--- config.mk ---
export PLATFORM = sky130hd
export DESIGN_NAME = tc_ctrl
export DESIGN_NICKNAME = d
export VERILOG_FILES = /design/src/hdl/tc_pkg.sv /design/src/hdl/tc_ctrl.sv
export SDC_FILE = /design/constraint.sdc
export NUM_CORES = 1
export LEC_CHECK = 0
export ABC_AREA = 1
export BUFFER_PORTS_ARGS = -buffer_cell sky130_fd_sc_hd__buf_4
export CORE_MARGIN = 2
export CORE_UTILIZATION = 40
export CTS_CLUSTER_DIAMETER = 80
export DETAILED_ROUTE_END_ITERATION = 10
export MAX_ROUTING_LAYER = met4
export REMOVE_ABC_BUFFERS = 1
export SKIP_CTS_REPAIR_TIMING = 1
export SLEW_MARGIN = 40
export SYNTH_ARGS = -nofsm -noshare
export SYNTH_HDL_FRONTEND = slang
export SYNTH_SLANG_ARGS = --single-unit
--- constraint.sdc ---
create_clock -name clk -period 1.5 [get_ports clk]
set_clock_uncertainty 0.05 [all_clocks]
set_input_delay 0.45 -clock clk [delete_from_list [all_inputs] [get_ports clk]]
set_output_delay 0.45 -clock clk [all_outputs]
set_load 0.01 [all_outputs]
--- src/hdl/tc_pkg.sv ---
// ----------------------------------------------------------------------------
// tc_pkg
// Shared sizes, types and helpers for the triangle counter: vertex index and
// row widths, the controller/datapath command and status bundles, popcount.
// ----------------------------------------------------------------------------
package tc_pkg;

    // Graph size and derived widths
    localparam int MAX_VERTICES = 64;
    localparam int VIDX_W       = $clog2(MAX_VERTICES);
    localparam int ROW_W        = MAX_VERTICES;
    localparam int IN_VW        = 6;
    localparam int COUNT_W      = 16;
    localparam int PC_W         = $clog2(ROW_W + 1);

    typedef logic [VIDX_W-1:0]  vidx_t;
    typedef logic [ROW_W-1:0]   row_t;
    typedef logic [COUNT_W-1:0] count_t;
    typedef logic [PC_W-1:0]    pcnt_t;

    localparam vidx_t LAST_V = vidx_t'(MAX_VERTICES - 1);

    // Controller to datapath
    typedef struct packed {
        logic  edge_load;     // an edge transfer happens this cycle
        logic  rd_from_edge;  // RAM read address comes from the incoming edge
        vidx_t rd_addr;       // RAM read address during the count pass
        logic  row_a_load;    // capture the outer row from RAM read data
        logic  scan_issue;    // a row b read was issued this cycle
        logic  acc_clr;       // zero the triangle accumulator
        logic  out_load;      // move the accumulator into the output register
        logic  clear;         // drop the whole adjacency matrix
    } tc_cmd_t;

    // Datapath to controller
    typedef struct packed {
        logic pipe_busy;      // count pipeline still holds work
        logic out_free;       // output register can take a new result
    } tc_sts_t;

    // Map a port vertex onto the internal index width
    function automatic vidx_t to_vidx(input logic [IN_VW-1:0] v);
        return vidx_t'(v);
    endfunction

    // True when the vertex names a row of the matrix
    function automatic logic in_range(input logic [IN_VW-1:0] v);
        return (32'(v) < MAX_VERTICES);
    endfunction

    // Number of set bits in one row
    function automatic pcnt_t popcount(input row_t x);
        pcnt_t n;
        n = '0;
        for (int i = 0; i < ROW_W; i++)
        begin
            n = n + pcnt_t'(x[i]);
        end
        return n;
    endfunction

endpackage

--- src/hdl/tc_ctrl.sv ---
// ----------------------------------------------------------------------------
// tc_ctrl
// Sequencer: takes edges, then walks every row a and every row b of the
// matrix, drains the count pipeline, hands off the result and clears.
// ----------------------------------------------------------------------------
module tc_ctrl (
    input  logic            clk,
    input  logic            rst_n,
    input  logic            in_valid,
    output logic            in_stall,
    input  logic            last_edge,
    input  tc_pkg::tc_sts_t sts,
    output tc_pkg::tc_cmd_t cmd
);

    import tc_pkg::*;

    localparam logic [2:0] ST_LOAD     = 3'd0;
    localparam logic [2:0] ST_DRAIN    = 3'd1;
    localparam logic [2:0] ST_ROWA     = 3'd2;
    localparam logic [2:0] ST_ROWA_LAT = 3'd3;
    localparam logic [2:0] ST_SCAN     = 3'd4;
    localparam logic [2:0] ST_FLUSH    = 3'd5;
    localparam logic [2:0] ST_DONE     = 3'd6;

    logic [2:0] state_reg, state_next;
    vidx_t      a_cnt_reg, a_cnt_next;
    vidx_t      b_cnt_reg, b_cnt_next;
    logic       accept;

    assign in_stall = (state_reg != ST_LOAD);
    assign accept   = in_valid && !in_stall;

    // Next state and commands
    always_comb
    begin
        state_next       = state_reg;
        a_cnt_next       = a_cnt_reg;
        b_cnt_next       = b_cnt_reg;
        cmd              = '0;
        cmd.edge_load    = accept;
        cmd.rd_from_edge = (state_reg == ST_LOAD);
        cmd.rd_addr      = b_cnt_reg;
        unique case (state_reg)
            ST_LOAD:
            begin
                if (accept && last_edge)
                begin
                    state_next = ST_DRAIN;
                end
            end
            ST_DRAIN:
            begin
                cmd.acc_clr = 1'b1;
                a_cnt_next  = '0;
                state_next  = ST_ROWA;
            end
            ST_ROWA:
            begin
                cmd.rd_addr = a_cnt_reg;
                state_next  = ST_ROWA_LAT;
            end
            ST_ROWA_LAT:
            begin
                cmd.row_a_load = 1'b1;
                b_cnt_next     = '0;
                state_next     = ST_SCAN;
            end
            ST_SCAN:
            begin
                cmd.scan_issue = 1'b1;
                b_cnt_next     = b_cnt_reg + 1'b1;
                if (b_cnt_reg == LAST_V)
                begin
                    if (a_cnt_reg == LAST_V)
                    begin
                        state_next = ST_FLUSH;
                    end
                    else
                    begin
                        a_cnt_next = a_cnt_reg + 1'b1;
                        state_next = ST_ROWA;
                    end
                end
            end
            ST_FLUSH:
            begin
                if (!sts.pipe_busy)
                begin
                    state_next = ST_DONE;
                end
            end
            ST_DONE:
            begin
                if (sts.out_free)
                begin
                    cmd.out_load = 1'b1;
                    cmd.clear    = 1'b1;
                    state_next   = ST_LOAD;
                end
            end
            default:
            begin
                state_next = ST_LOAD;
            end
        endcase
    end

    // Advance state and counters
    always_ff @(posedge clk or negedge rst_n)
    begin
        if (!rst_n)
        begin
            state_reg <= ST_LOAD;
            a_cnt_reg <= '0;
            b_cnt_reg <= '0;
        end
        else
        begin
            state_reg <= state_next;
            a_cnt_reg <= a_cnt_next;
            b_cnt_reg <= b_cnt_next;
        end
    end

endmodule

Word level (Yosys, flattened, before mapping):

Index checks and enable logic that the tools add are counted.
W data, S select, Z words.

* input bits: 6
* output and inout bits: 14
* flip-flop bits (word level): 15

* equal/unequal tests: 13
* mux-type cells: 16
* reductions and logical operators: 9
* add/subtract/negate cells: 2

Operators with widths (count)
* $pmux W6 S2: 2
* $pmux W3 S7: 1
* $mux W6: 3
* $mux W3: 5
* $add A6 B1 Y6 const B: 2
* $eq A6 B6 Y1 const B: 2
* $eq A3 B3 Y1 const B: 3
* $ne A2 B2 Y1 const B: 4
* $eq A3 B2 Y1 const B: 2
* $mux W2: 2
* $reduce_and A4 Y1: 1
* $reduce_bool A2 Y1: 2
* $eq A3 B1 Y1 const B: 1
* $logic_not A3 Y1: 1
* $mux W1: 3
* $reduce_and A3 Y1: 1
* $reduce_bool A3 Y1: 1
* $logic_and A1 B1 Y1: 2
* $ne A2 B1 Y1 const B: 1
* $logic_not A1 Y1: 1

Longest topological paths before layout:

* word-level depth: 6
* gate-level depth with buffers: 8

Worst setup path after synthesis:

Ideal clock, no wire load.

* path kind: register to output
* from: register state_reg[1]
* to: output port cmd[1] in the netlist's numbering
* data arrival time: 1.219 ns
* cell stages (with the launch flop): 4
* setup slack: -0.219 ns
* path through: dfrtp_1 -> inv_1 -> nor4_1 -> buf_4

RTL lines
* from (decl): line tc_ctrl.sv:26 `logic [2:0] state_reg, state_next;`
* from (signal assigned): line tc_ctrl.sv:120 `state_reg <= state_next;`
* to (decl): line tc_ctrl.sv:13 `output tc_pkg::tc_cmd_t cmd`

==> out/qor.txt <==
Die width - 54.4 um
Worst hold start - sts[1]
Distinct cells, synth - 28
Cell types occupying the most area after synthesis - dfrtp_1, nand2_1, nor2_1
Via/cell ratio - 5.04
Failing checks - setup timing
Final Wtd Congestion - 0.878
Final core utilization - 0.624
Met2 GRT Util - 0.295
VDD IR-drop max - 1.06 mV
Endpoint of the worst hold-timing path - state_reg[0]$_DFFE_PN0P_
Post-route ant nets - 0
Placement Setup Slack - -161 ps
Asr flop ratio synth - 1.00
Number of placed I/O pins - 20
Maximum root-to-sink buffer count - 2
Kind of start point of the critical path - flop
Effective utilization at floorplan - 0.418
Hold WC Path Type - input pin to flop
Final cell count without fillers - 216
Number of levels in the clock H-tree - 1
EDFF count, synth - 0
Clock-pin slew of the registers on the worst-case setup and hold paths - 90 ps
Max-slew headroom at the worst pin - 0.840
Hold Path Cell Cnt - 3
Total Nets Final - 195
Post-synthesis to final-layout area growth - 49.2%
Post-layout power - 2.44 mW
CTS tree - built
Setup repair after global routing missed its margin - yes
Final hold violation count - 0
Smallest setup slack after layout - -396 ps
Final min period - 1900 ps
Global route overflow - 0
Maximum number of pins on one net before global-route repair - 16
Detail-routed net length per standard cell - 13.4 um
Global-route met1 utilization - 0.273
Post-synthesis cell type with the largest combined area - dfrtp_1
Worst reg2reg setup slack - 50 ps
Max capacitance violation total - 0
Global-route wire length before repair - 4.11 mm
Status - finished, violations left
Mapped Cells - 143
Total wire length after detailed routing - 2.89 mm
Leakage power of the design - 0.750 nW
Synth warnings - 0
Worst reg2reg startpoint - state_reg[2]$_DFFE_PN0P_
Clock insertion delay at the later pin of the skew report - 290 ps
Arrival time at the worst endpoint - 1400 ps
Total clock sinks - 15
Die area - 2960 sq um
DRC viols - 0
Total placed cells including tap cells - 204
Maximum net fanout on the critical path - 3
Core area - 2430 sq um
Busiest layer in global routing - met2
Vias after detailed routing - 1,088
Final Max Tran Viols - 0
Cts bufs inserted - 3
Pwr/cell area - 1610 nW/um^2
Count of input and output buffers - 19
Yosys top cell area share - 0.369
Vertical die dimension - 54.4 um
Seq/Total Area, Yosys - 0.369
Post-synthesis cell area - 1020 sq um
Pre-Repair DR Iteration Count - 4
Worst setup path start - state_reg[2]$_DFFE_PN0P_
Synth Area per Inst - 7.11 sq um
Number of DRC markers in iteration 0 - 31
Via count of the first global-routing pass - 933
Maximum achievable frequency - 527 MHz
Fraction of final layout cells with drive strength greater than 1 - 0.419
Reg2Reg Depth - 9
Slew at the pin with the worst max-slew slack - 238 ps
# rows - 18
Kind of end point of the critical path - output port
Endpoint of the worst-slack reg-to-reg timing path - a_cnt_reg[4]$_DFFE_PN0P_
Half-perimeter wire length after detailed placement - 1.87 mm
Overall track demand over capacity in global routing - 0.198
Critical path type - flop to output port
Ant. Diodes - 0
Leading register cell type out of synthesis - dfrtp_1
Synthesized flop and latch total - 15
Required @ worst endpoint - 1000 ps
Clock tree root driver cell - clkbuf_4
Tcrit/Tclk final - 1.26
Global routing usage on met3 - 0.0246
# setup viols final - 14
Number of antenna violations at the first check in global routing - 0
## final cells by class
type / instances / area, sq um
timing repair buffer: 43 / 345
clock buffer: 3 / 22.5
tap: 30 / 37.5
clock inverter: 1 / 5.00
inverter: 17 / 66.3
multi-input combinational: 107 / 666
sequential: 15 / 375
fill: 207 / 915
## cells in the mapped netlist, types with 2 or more instances
master,instances
xor2_1,3
nor2_1,18
a21oi_1,5
nand2_1,40
buf_4,2
nand3_1,10
nand2_2,3
ha_1,2
dfrtp_1,15
inv_1,15
o21ai_0,11
nand4_1,3
## cells by family (layout without fill, tap and decap cells)
logic type / count (synthesis) / after routing / share of synthesized area
AOI/OAI and AO/OA: 20 / 20 / 0.108
xor gates and xnor gates: 4 / 4 / 0.0344
adders and majority gates: 2 / 2 / 0.0246
buffers and inverters: 21 / 64 / 0.0984
DFF: 15 / 15 / 0.369
muxes: 1 / 1 / 0.0111
and+or+nand+nor: 80 / 80 / 0.354
## layer usage
metal / vias up / wire length (um)
met5: - / 0
met4: 0 / 13
met3: 2 / 94
met2: 24 / 1440
met1: 518 / 1340
li1: 544 / -
## metrics by stage
stage	setup TNS, ps	hold WS (ps)	area (sq um)
2_1_floorplan	-1740	104	983
3_3_place_gp	-976	270	1280
3_5_place_dp	-1040	272	1280
4_1_cts	-5290	-52.6	1310
5_1_grt	-5620	437	1520
6_report	-4490	423	1520
## layout by cell type (no fill, tap or decap)
cell	instances
nand4_1	3
a21oi_1	5
nand3_1	7
inv_4	1
o21ai_1	1
nand3_4	3
nand3_2	1
nor2_4	3
o21a_1	1
ha_1	1
inv_2	3
clkinv_2	1
dfrtp_1	15
xnor2_1	1
o21ai_4	1
dlygate4sd3_1	1
nand2_1	36
nor4_4	1
nor3_2	1
ha_4	1
nand2_4	2
nor2_2	8
nand2_2	6
buf_6	6
o21bai_1	1
inv_1	13
buf_2	1
buf_4	35
o21ai_0	10
mux2_4	1
clkbuf_4	3
xor2_1	3
o22ai_1	1
nor2_1	9
## worst max-delay path by stage
stage                   to  slack, ps
floorplan           cmd[5]       -370
global placement    cmd[5]       -160
detailed placement  cmd[5]       -160
CTS                 cmd[5]       -480
global route        cmd[8]       -460
finish              cmd[5]       -400
## where the power goes
part	leakage (nW)	switching [mW]	internal, mW
combinational	0.530	0.860	0.763
clock	0.0177	0.148	0.0991
sequential	0.202	0.0777	0.488
total	0.750	1.09	1.35
## critical path: stages (launching register included)
cell and delay, ps:
dfrtp_1 400, inv_2 90, nand2_4 60, nor2_4 130
mux2_4 320, buf_6 120
Power figures use the tool's default switching activity.
